<file path="src/rtl/rcdd_pkg.sv">
package rcdd_pkg;

   // pulse width at or above which an interval is not taken as a width
   localparam int WIDTH_LIMIT_US = 2000;
   localparam int HELD_W = (WIDTH_LIMIT_US > 1) ? $clog2(WIDTH_LIMIT_US) : 1;

   // dead band around stick center, as inclusive bounds
   localparam logic [11:0] DEAD_LO = 12'd1476;
   localparam logic [11:0] DEAD_HI = 12'd1514;

   // mixing constants: 2000 * V, scale 30 * 113, divisor 256 * 355 * D
   localparam logic [11:0] V_GAIN    = 12'd2000;
   localparam logic [11:0] RPM_SCALE = 12'd3390;
   localparam logic [16:0] DEN_SCALE = 17'd90880;

   // shared divider sizes
   localparam int DIV_NUM_W = 55;
   localparam int DIV_DEN_W = 29;
   localparam int DIV_CNT_W = $clog2(DIV_NUM_W + 1);
   localparam int MAP_MAG_W = 28;
   localparam logic [DIV_CNT_W-1:0] MAP_ITERS = DIV_CNT_W'(MAP_MAG_W);
   localparam logic [DIV_CNT_W-1:0] RPM_ITERS = DIV_CNT_W'(DIV_NUM_W);

   // configuration register indexes
   typedef enum logic [2:0] {
      CSR_PULSE_MIN  = 3'd0,
      CSR_PULSE_MAX  = 3'd1,
      CSR_LIN_MIN    = 3'd2,
      CSR_LIN_MAX    = 3'd3,
      CSR_ANG_MIN    = 3'd4,
      CSR_ANG_MAX    = 3'd5,
      CSR_TRACK      = 3'd6,
      CSR_WHEEL_DIAM = 3'd7
   } csr_idx_type;

   // controller states
   typedef enum logic [3:0] {
      ST_IDLE,
      ST_MAP_PREP,
      ST_MAP_GO,
      ST_MAP_WAIT,
      ST_MAP_SAVE,
      ST_MIX_MUL,
      ST_MIX_SUM,
      ST_MIX_SCALE,
      ST_RPM_GO,
      ST_RPM_WAIT,
      ST_RPM_SAVE,
      ST_EMIT
   } state_type;

   // datapath operations
   typedef enum logic [3:0] {
      OP_NOP,
      OP_TAKE,
      OP_MAP_PREP,
      OP_MAP_GO,
      OP_MAP_SAVE,
      OP_MIX_MUL,
      OP_MIX_SUM,
      OP_MIX_SCALE,
      OP_RPM_GO,
      OP_RPM_SAVE,
      OP_EMIT
   } dp_op_type;

   // command from controller to datapath; sel picks forward/side or right/left
   typedef struct packed {
      dp_op_type op;
      logic      sel;
   } dp_cmd_type;

   // status from datapath to controller
   typedef struct packed {
      logic div_busy;
      logic rsp_busy;
   } dp_stat_type;

endpackage

</file>
<file path="src/rtl/rcdd_ctrl.sv">
module rcdd_ctrl (
   input  logic                  clock,
   input  logic                  reset,
   input  logic                  req_tvalid,
   output logic                  req_tready,
   input  rcdd_pkg::dp_stat_type stat,
   output rcdd_pkg::dp_cmd_type  cmd
);

   rcdd_pkg::state_type state_ff, state_in;
   logic                sel_ff, sel_in;

   // next state
   always_comb begin
      state_in = state_ff;
      sel_in   = sel_ff;
      unique case (state_ff)
         rcdd_pkg::ST_IDLE: begin
            sel_in = 1'b0;
            if (req_tvalid) begin
               state_in = rcdd_pkg::ST_MAP_PREP;
            end
         end
         rcdd_pkg::ST_MAP_PREP:  state_in = rcdd_pkg::ST_MAP_GO;
         rcdd_pkg::ST_MAP_GO:    state_in = rcdd_pkg::ST_MAP_WAIT;
         rcdd_pkg::ST_MAP_WAIT: begin
            if (!stat.div_busy) begin
               state_in = rcdd_pkg::ST_MAP_SAVE;
            end
         end
         rcdd_pkg::ST_MAP_SAVE: begin
            sel_in   = ~sel_ff;
            state_in = sel_ff ? rcdd_pkg::ST_MIX_MUL : rcdd_pkg::ST_MAP_PREP;
         end
         rcdd_pkg::ST_MIX_MUL:   state_in = rcdd_pkg::ST_MIX_SUM;
         rcdd_pkg::ST_MIX_SUM:   state_in = rcdd_pkg::ST_MIX_SCALE;
         rcdd_pkg::ST_MIX_SCALE: state_in = rcdd_pkg::ST_RPM_GO;
         rcdd_pkg::ST_RPM_GO:    state_in = rcdd_pkg::ST_RPM_WAIT;
         rcdd_pkg::ST_RPM_WAIT: begin
            if (!stat.div_busy) begin
               state_in = rcdd_pkg::ST_RPM_SAVE;
            end
         end
         rcdd_pkg::ST_RPM_SAVE: begin
            sel_in   = ~sel_ff;
            state_in = sel_ff ? rcdd_pkg::ST_EMIT : rcdd_pkg::ST_RPM_GO;
         end
         rcdd_pkg::ST_EMIT: begin
            if (!stat.rsp_busy) begin
               state_in = rcdd_pkg::ST_IDLE;
            end
         end
         default: state_in = rcdd_pkg::ST_IDLE;
      endcase
   end

   // outputs
   always_comb begin
      cmd.op     = rcdd_pkg::OP_NOP;
      cmd.sel    = sel_ff;
      req_tready = 1'b0;
      unique case (state_ff)
         rcdd_pkg::ST_IDLE: begin
            req_tready = 1'b1;
            if (req_tvalid) begin
               cmd.op = rcdd_pkg::OP_TAKE;
            end
         end
         rcdd_pkg::ST_MAP_PREP:  cmd.op = rcdd_pkg::OP_MAP_PREP;
         rcdd_pkg::ST_MAP_GO:    cmd.op = rcdd_pkg::OP_MAP_GO;
         rcdd_pkg::ST_MAP_WAIT:  cmd.op = rcdd_pkg::OP_NOP;
         rcdd_pkg::ST_MAP_SAVE:  cmd.op = rcdd_pkg::OP_MAP_SAVE;
         rcdd_pkg::ST_MIX_MUL:   cmd.op = rcdd_pkg::OP_MIX_MUL;
         rcdd_pkg::ST_MIX_SUM:   cmd.op = rcdd_pkg::OP_MIX_SUM;
         rcdd_pkg::ST_MIX_SCALE: cmd.op = rcdd_pkg::OP_MIX_SCALE;
         rcdd_pkg::ST_RPM_GO:    cmd.op = rcdd_pkg::OP_RPM_GO;
         rcdd_pkg::ST_RPM_WAIT:  cmd.op = rcdd_pkg::OP_NOP;
         rcdd_pkg::ST_RPM_SAVE:  cmd.op = rcdd_pkg::OP_RPM_SAVE;
         rcdd_pkg::ST_EMIT: begin
            if (!stat.rsp_busy) begin
               cmd.op = rcdd_pkg::OP_EMIT;
            end
         end
         default: cmd.op = rcdd_pkg::OP_NOP;
      endcase
   end

   // state registers
   always_ff @(posedge clock) begin
      if (reset) begin
         state_ff <= rcdd_pkg::ST_IDLE;
         sel_ff   <= 1'b0;
      end else begin
         state_ff <= state_in;
         sel_ff   <= sel_in;
      end
   end

endmodule

</file>
<file path="config.mk">
export PLATFORM = sky130hd
export DESIGN_NAME = rcdd_ctrl
export DESIGN_NICKNAME = d
export VERILOG_FILES = /design/src/rtl/rcdd_pkg.sv /design/src/rtl/rcdd_ctrl.sv
export SDC_FILE = /design/constraint.sdc
export NUM_CORES = 1
export LEC_CHECK = 0
export BUFFER_PORTS_ARGS = -buffer_cell sky130_fd_sc_hd__buf_2
export CAP_MARGIN = 10
export CORE_MARGIN = 2
export CORE_UTILIZATION = 30
export CTS_CLUSTER_SIZE = 12
export DETAILED_ROUTE_END_ITERATION = 7
export GPL_TIMING_DRIVEN = 0
export HOLD_SLACK_MARGIN = 0.08
export PLACE_DENSITY_LB_ADDON = 0.1
export SYNTH_ARGS = -nofsm -noshare
export SYNTH_HDL_FRONTEND = slang
export SYNTH_SLANG_ARGS = --single-unit
</file>
<file path="constraint.sdc">
create_clock -name clock -period 2.85 [get_ports clock]
set_input_delay 0.1425 -clock clock [delete_from_list [all_inputs] [get_ports clock]]
set_output_delay 0.1425 -clock clock [all_outputs]
set_load 0.02 [all_outputs]
</file>
# [Yosys cells after proc, flatten, opt, wreduce, memory -nomap -nowiden]
# Cells that the tools add are included.
[op_classes] n_mux=12 n_reduce_logical=4 eq_ne=15 bitwise=1
[op_table] cell="$pmux W4 S12" count=1
[op_table] cell="$pmux W4 S10" count=1
[op_table] cell="$mux W4" count=5
[op_table] cell="$eq A4 B3 Y1 const B" count=4
[op_table] cell="$eq A4 B4 Y1 const B" count=4
[op_table] cell="$eq A4 B2 Y1 const B" count=2
[op_table] cell="$ne A2 B2 Y1 const B" count=4
[op_table] cell="$eq A4 B1 Y1 const B" count=1
[op_table] cell="$logic_not A4 Y1" count=1
[op_table] cell="$reduce_and A4 Y1" count=1
[op_table] cell="$mux W3" count=1
[op_table] cell="$mux W1" count=2
[op_table] cell="$mux W2" count=1
[op_table] cell="$pmux W1 S2" count=1
[op_table] cell="$reduce_bool A2 Y1" count=1
[op_table] cell="$reduce_or A2 Y1" count=1
[op_table] cell="$not A1 Y1" count=1
[totals] input_bits=5 register_bits=5 out_inout_bits=6 word_cells=34

# [Depth between registers and ports, before layout]
# Gate-level depths: netlist (run 1).
[depth] word_depth=3 ltp_mapped=6 mapped_depth_nobuf=4

# [Least setup slack after synthesis (run 1)]
# Ideal clock, no wire load.
[synth_path] kind="register to output" from="reg state_ff[0]" to="out req_tready" path_stages_with_launch=4 slack_ns=1.352 required_ns=2.707 arrival_ns=1.356 path_buffers=2 cell_sequence="dfxtp_1 > buf_2 > buf_2 > nor4_1"
[synth_via] elab_chain_len=2
[synth_rtl] element="start: declaration" line_no="rcdd_ctrl.sv:10" source="rcdd_pkg::state_type state_ff, state_in;"
[synth_rtl] element="start signal: assignment" line_no="rcdd_ctrl.sv:91" source="state_ff <= rcdd_pkg::ST_IDLE;"
[synth_rtl] element="start signal: assignment" line_no="rcdd_ctrl.sv:94" source="state_ff <= state_in;"
[synth_rtl] element="$logic_not A4 Y1" line_no="rcdd_ctrl.sv:62" source="unique case (state_ff)"
[synth_rtl] element="$mux W1" line_no="rcdd_ctrl.sv:62"
[synth_rtl] element="end: declaration" line_no="rcdd_ctrl.sv:5" source="output logic req_tready,"
# No other way between the ends.

==> results of run 1 <==
==> sequential cells by signal, indices dropped and copies added (netlist names) <==
| signal | cells |
|---|---|
| state_ff | 4 |
| sel_ff | 1 |
==> area by class of cell <==
cell class              instances  area [um^2]
fillers                       166          912
clock buffers                   4         26.3
inverters                       2         7.51
plain buffers                   7         42.5
flip-flops and latches          5          100
repair buffers                 10         50.0
well taps                      16         20.0
multi-input cells              46          313
==> worst max path at each step <==
| stage | slack (ps) | endpoint | startpoint | cells past startpoint |
|---|---|---|---|---|
| finish | 1120 | cmd[2] | state_ff[0] | 5 |
| global route | 1000 | cmd[2] | state_ff[0] | 5 |
| CTS | 1130 | cmd[2] | state_ff[0] | 5 |
| detailed placement | 1390 | cmd[2] | state_ff[0] | 5 |
| global placement | 1380 | cmd[2] | state_ff[0] | 5 |
| floorplan | 1350 | req_tready | state_ff[0] | 3 |
==> metrics by stage <==
step | setup slack, ps | power, W | hold WS (ps) | instance area [um^2]
finish | 1120 | 0.000495 | 151 | 559
global route | 995 | 0.000541 | 163 | 559
CTS | 1130 | 0.000501 | 145 | 559
detailed placement | 1390 | 0.000418 | 392 | 533
global placement | 1380 | 0.000420 | 404 | 533
floorplan | 1350 | 0.000349 | 212 | 463
==> routing by layer <==
metal | share of wire [%] | vias up
met5 | 0 | -
met4 | 0 | 0
met3 | 2.9 | 0
met2 | 46 | 6
met1 | 51 | 225
li1 | - | 251
==> cells in the final DEF (no fill, tap or decap), drive strengths merged <==
| cell type | instances |
|---|---|
| a211oi | 3 |
| nor2 | 5 |
| a21o | 1 |
| and3b | 1 |
| nand3b | 1 |
| a21oi | 5 |
| nand2 | 2 |
| clkbuf | 5 |
| o22ai | 2 |
| or3b | 1 |
| xnor2 | 2 |
| inv | 1 |
| o211ai | 1 |
| nor2b | 3 |
| dfxtp | 5 |
| buf | 16 |
| mux2 | 1 |
| nor3b | 1 |
| nor4 | 2 |
| nand3 | 2 |
| clkinv | 1 |
| o21ai | 2 |
| or4 | 1 |
| o221a | 1 |
| nand2b | 2 |
| mux2i | 1 |
| a31oi | 4 |
| a211o | 2 |
==> power groups by stage <==
stage	clock, W	combinational (W)	sequential, W
after global placement	0	0.000321	0.0000993
after floorplan	0	0.000253	0.0000961
final	0.0000779	0.000320	0.0000973
after detailed placement	0	0.000319	0.0000987
after CTS	0.0000829	0.000320	0.0000978
after global routing	0.0000889	0.000353	0.0000991
==> kinds of logic after synthesis <==
logic type,count (synthesis)
simple gates,21
buf+inv,9
flops,5
xor+xnor,2
mux,2
compound gates,21
==> results.sh, run 1 <==
export IMPL_tightest_slew_ps=489
export IMPL_start_util_pct=31.5
export IMPL_fmax_ghz=0.579
export IMPL_clkTransAtPathRegs_ps=40
export IMPL_power_internal_w=0.000275
export IMPL_vias=482
export IMPL_timing_rr_end="state_ff[2]"
export IMPL_grt_busiest_layer="met2"
export IMPL_grt_pass1_vias=426
export IMPL_hold_violations=0
export IMPL_core_area_mm2=0.00147
export IMPL_ys_ff_latch=5
export IMPL_use_met3_pct=6.38
export IMPL_synth_adder_area_share_pct=0
export IMPL_synthTopCellsByCount="a21oi_1, dfxtp_1, nor2_1"
export IMPL_timing_rr_start="state_ff[1]"
export IMPL_syn_to_final_growth_pct=20.8
export IMPL_clkPwrFrac_pct=15.7
export IMPL_die_h_um=43.3
export IMPL_peakVddDrop_uv=263
export IMPL_cts_buffer_depth=2
export IMPL_criticalPathCategory="reg -> out"
export IMPL_wirelength_um=1090
export IMPL_ys_flop_type="dfxtp_1"
export IMPL_grtUsageTotal_pct=13.9
export IMPL_status="finished, final reports clean"
export IMPL_synth_top_area_share_pct=21.6
export IMPL_grt_pass1_wl_um=1930
export IMPL_cp_cell_sequence="buf_2 -> buf_2 -> nand3_1 -> o22ai_1 -> buf_2"
export IMPL_min_path_cells=2
export IMPL_r2r_cells=5
export IMPL_hold_start="reset"
export IMPL_netSwitchingFraction_pct=44.5
export IMPL_post_route_min_period_ps=1730
export IMPL_critPathTopFamily="buffers and inverters"
export IMPL_clockRootBuffer="clkbuf_4"
export IMPL_slew_violations=0
export IMPL_cp_max_fo=10
export IMPL_drive_above_1_share_pct=29.7
export IMPL_finalCritPeriodShare_pct=60.6
export IMPL_setup_violations=0
export IMPL_cp_slowest_stage_delay_ps=400
export IMPL_final_setup_tns_ps=0
export IMPL_synth_top_family_by_area="compound AO/OA/AOI/OAI gates"
export IMPL_cp_end_kind="output port"
export IMPL_use_met1_pct=19.5
export IMPL_crit_path_frequent_cell="buf_2"
export IMPL_dieArea_mm2=0.00187
export IMPL_grt_met2_usage_pct=19.7
export IMPL_syn_area_um2=463
export IMPL_cp_required_ps=2710
export IMPL_cts_tree="yes"
export IMPL_critPathBufInv=3
export IMPL_nets=80
export IMPL_die_x_um=43.3
export IMPL_regToRegSetupSlack_ps=1400
export IMPL_cts_resized=0
export IMPL_utilization_pct=38.0
export IMPL_place_inst=86
export IMPL_fin_skew_ps=3.57
export IMPL_route_detailed_drc=0
export IMPL_drv_cap=0
export IMPL_rsz0062_at_grt="false"
export IMPL_synth_area_leader_cell="dfxtp_1"
export IMPL_rows=14
export IMPL_cts_htree_levels=1
export IMPL_ys_types=32
export IMPL_post_cts_buffers=0
export IMPL_portBuffers=10
export IMPL_wl_per_cell_um=12.1
export IMPL_synthArstFlopShare_pct=0
export IMPL_cp_start_kind="flip-flop"
export IMPL_ios=11
export IMPL_cp_arrival_ps=1580
export IMPL_viasPerCell=5.36
export IMPL_num_antenna_cells=0
export IMPL_gp_congestion=0.703
export IMPL_hp_class="in -> reg"
export IMPL_max_slew_margin_rel_pct=67.1
export IMPL_first_iter_violations=9
export IMPL_dpl_hpwl_um=796
export IMPL_share_seq_of_total_power_pct=19.7
export IMPL_final_antenna_net_count=0
export IMPL_overflow=0
export IMPL_yosysWarningCount=0
export IMPL_slowest_stage="dfxtp_1"
export IMPL_clock_latency_ps=230
export IMPL_p_switching_w=0.000220
export IMPL_avgSynthCellArea_um2=7.72
export IMPL_synth_area_leaders="dfxtp_1, a21oi_1, a31oi_1, buf_2, nor2_1"
export IMPL_combPwrFrac_pct=64.6
export IMPL_powerDensity_mw_per_mm2=885
export IMPL_whs_endpoint="state_ff[0]"
export IMPL_drtPass1Iterations=3
export IMPL_synth_xor_area_share_pct=3.78
export IMPL_synthSimpleGateAreaFrac_pct=27.3
export IMPL_synth_compound_area_share_pct=31.1
export IMPL_synth_mux_area_share_pct=5.41
export IMPL_grt_max_degree=11
export IMPL_final_cell_count_no_fill=90
export IMPL_p_leak_nw=0.246
export IMPL_grt_antenna_before_repair=0
export IMPL_postCtsHoldBufs=0
export IMPL_syn_nets=65
export IMPL_synth_edff_count=0
export IMPL_netlist_instances=60
export IMPL_cts_buffers=3
export IMPL_cts_sinks=5
export IMPL_seq_area_frac_synth_pct=21.6
No activity file was read; power rests on OpenSTA's default activity.
==> run 2, diff against run 1 <==
- clock period: 2.85 -> 1.71 ns (I/O delays scaled with it)
==> run 2 against run 1 <==
Compared with the run above: largest cell class unchanged; clock skew is 0.74 ps higher; critical path type unchanged; first-iteration DRC count is 33% higher; worst setup slack worse by 990 ps.
==> results.sh, run 2 (synthesis gave the netlist of run 1 again) <==
export IMPL_status="finished, final reports clean"
export IMPL_dpl_hpwl_um=796
export IMPL_hold_start="reset"
export IMPL_core_area_mm2=0.00147
export IMPL_drive_above_1_share_pct=31.1
export IMPL_cts_tree="yes"
export IMPL_finalCritPeriodShare_pct=92.0
export IMPL_timing_rr_end="state_ff[2]"
export IMPL_dieArea_mm2=0.00187
export IMPL_largest_reg_flops=4
export IMPL_clock_latency_ps=240
export IMPL_layout_commonest_cell="buf_2"
export IMPL_grt_antenna_before_repair=0
export IMPL_die_x_um=43.3
export IMPL_use_met1_pct=19.5
export IMPL_fin_skew_ps=4.31
export IMPL_syn_to_final_growth_pct=22.2
export IMPL_cp_slowest_stage_delay_ps=410
export IMPL_cp_start_kind="flip-flop"
export IMPL_cp_arrival_ps=1490
export IMPL_overflow=0
export IMPL_powerDensity_mw_per_mm2=1480
export IMPL_postCtsHoldBufs=0
export IMPL_grt_max_degree=11
export IMPL_cp_cell_sequence="buf_4 -> clkbuf_4 -> nand3_1 -> o22ai_1 -> buf_2"
export IMPL_peakVddDrop_uv=473
export IMPL_regToRegSetupSlack_ps=260
export IMPL_cts_htree_levels=1
export IMPL_max_slew_margin_rel_pct=67.8
export IMPL_criticalPathCategory="reg -> out"
export IMPL_ios=11
export IMPL_min_path_cells=2
export IMPL_final_setup_tns_ps=0
export IMPL_grt_pass1_vias=426
export IMPL_layout_common_cells="buf_2, a21oi_1, nor2_1, dfxtp_1"
export IMPL_grtUsageTotal_pct=13.9
export IMPL_clkTransAtPathRegs_ps=40
export IMPL_hold_violations=0
export IMPL_clockRootBuffer="clkbuf_4"
export IMPL_top_register="state_ff"
export IMPL_nets=80
export IMPL_setup_violations=0
export IMPL_vias=483
export IMPL_start_util_pct=31.5
export IMPL_critPathTopFamily="buffers and inverters"
export IMPL_cts_sinks=5
export IMPL_wirelength_um=1100
export IMPL_cp_end_kind="output port"
export IMPL_gp_congestion=0.703
export IMPL_reg_top3="state_ff (4), sel_ff (1)"
export IMPL_cp_required_ps=1620
export IMPL_timing_rr_start="state_ff[1]"
export IMPL_num_antenna_cells=0
export IMPL_whs_endpoint="state_ff[0]"
export IMPL_portBuffers=10
export IMPL_die_h_um=43.3
export IMPL_rows=14
export IMPL_post_cts_buffers=0
export IMPL_wl_per_cell_um=12.2
export IMPL_drtPass1Iterations=4
export IMPL_grt_busiest_layer="met2"
export IMPL_final_antenna_net_count=0
export IMPL_grt_pass1_wl_um=1930
export IMPL_rsz0062_at_grt="false"
export IMPL_post_route_min_period_ps=1570
export IMPL_p_leak_nw=0.251
export IMPL_utilization_pct=38.4
export IMPL_viasPerCell=5.37
export IMPL_cp_max_fo=10
export IMPL_route_detailed_drc=0
export IMPL_fmax_ghz=0.636
export IMPL_slew_violations=0
export IMPL_cts_buffers=3
export IMPL_critPathBufInv=3
export IMPL_first_iter_violations=12
export IMPL_slowest_stage="dfxtp_1"
export IMPL_r2r_cells=5
export IMPL_hp_class="in -> reg"
export IMPL_drv_cap=0
export IMPL_grt_met2_usage_pct=19.7
export IMPL_use_met3_pct=6.38
export IMPL_cp_depth=5
export IMPL_cts_buffer_depth=2
export IMPL_tightest_slew_ps=480
[run 2: changes by cell type in the layout (fill, tap and decap cells not counted)]
| cell | change |
|---|---|
| buf_2 | -2 |
| buf_4 | +1 |
| clkbuf_1 | -1 |
| clkbuf_2 | +1 |
| clkbuf_4 | +1 |
[run 2: area by class of cell]
class / instances / area [um^2]
fill: 168 / 906
multi-input combinational: 46 / 313
sequential: 5 / 100
timing repair buffer: 10 / 50.0
buffer: 7 / 48.8
clock buffer: 4 / 26.3
tap: 16 / 20.0
inverter: 2 / 7.51
[run 2: worst reg2reg max path, stage by stage (launching register included)]
cell      delay, ps
dfxtp_1         320
buf_6           130
mux2_4          310
a21o_1          200
a211oi_2        230
o221a_1         210
[run 2: repair_timing]
| action | 4_1_cts | 5_1_grt |
|---|---|---|
| endpoints found under the setup margin | 0 | 2 |
| endpoints found under the hold margin | 0 | 0 |
| gates resized for setup | 0 | 5 |
[run 2: per-layer routing]
| layer | up-vias | routed length, um |
|---|---|---|
| met5 | - | 0 |
| met4 | 0 | 0 |
| met3 | 0 | 37 |
| met2 | 8 | 492 |
| met1 | 223 | 570 |
| li1 | 252 | - |
[run 2: how the worst max path moves through the flow]
stage	start	endpoint
finish	state_ff[0]	cmd[2]
CTS	state_ff[0]	cmd[2]
global placement	state_ff[3]	state_ff[1]
detailed placement	state_ff[3]	state_ff[1]
global route	state_ff[0]	cmd[2]
floorplan	state_ff[0]	req_tready
[run 2: stage by stage]
stage | total power [W] | instances | setup WS (ps) | area [um^2] | hold slack (ps)
floorplan | 0.000582 | 60 | 269 | 463 | 155
global placement | 0.000700 | 86 | 250 | 533 | 347
detailed placement | 0.000696 | 86 | 273 | 533 | 335
CTS | 0.000835 | 90 | 48.0 | 559 | 88.5
global route | 0.000912 | 90 | 20.4 | 566 | 106
finish | 0.000837 | 90 | 137 | 566 | 91.0
[run 2: report_power, final]
part	switching [W]	internal (W)	leakage [nW]
combinational	0.000306	0.000237	0.195
clock	0.0000431	0.0000879	0.0150
sequential	0.0000213	0.000142	0.0409
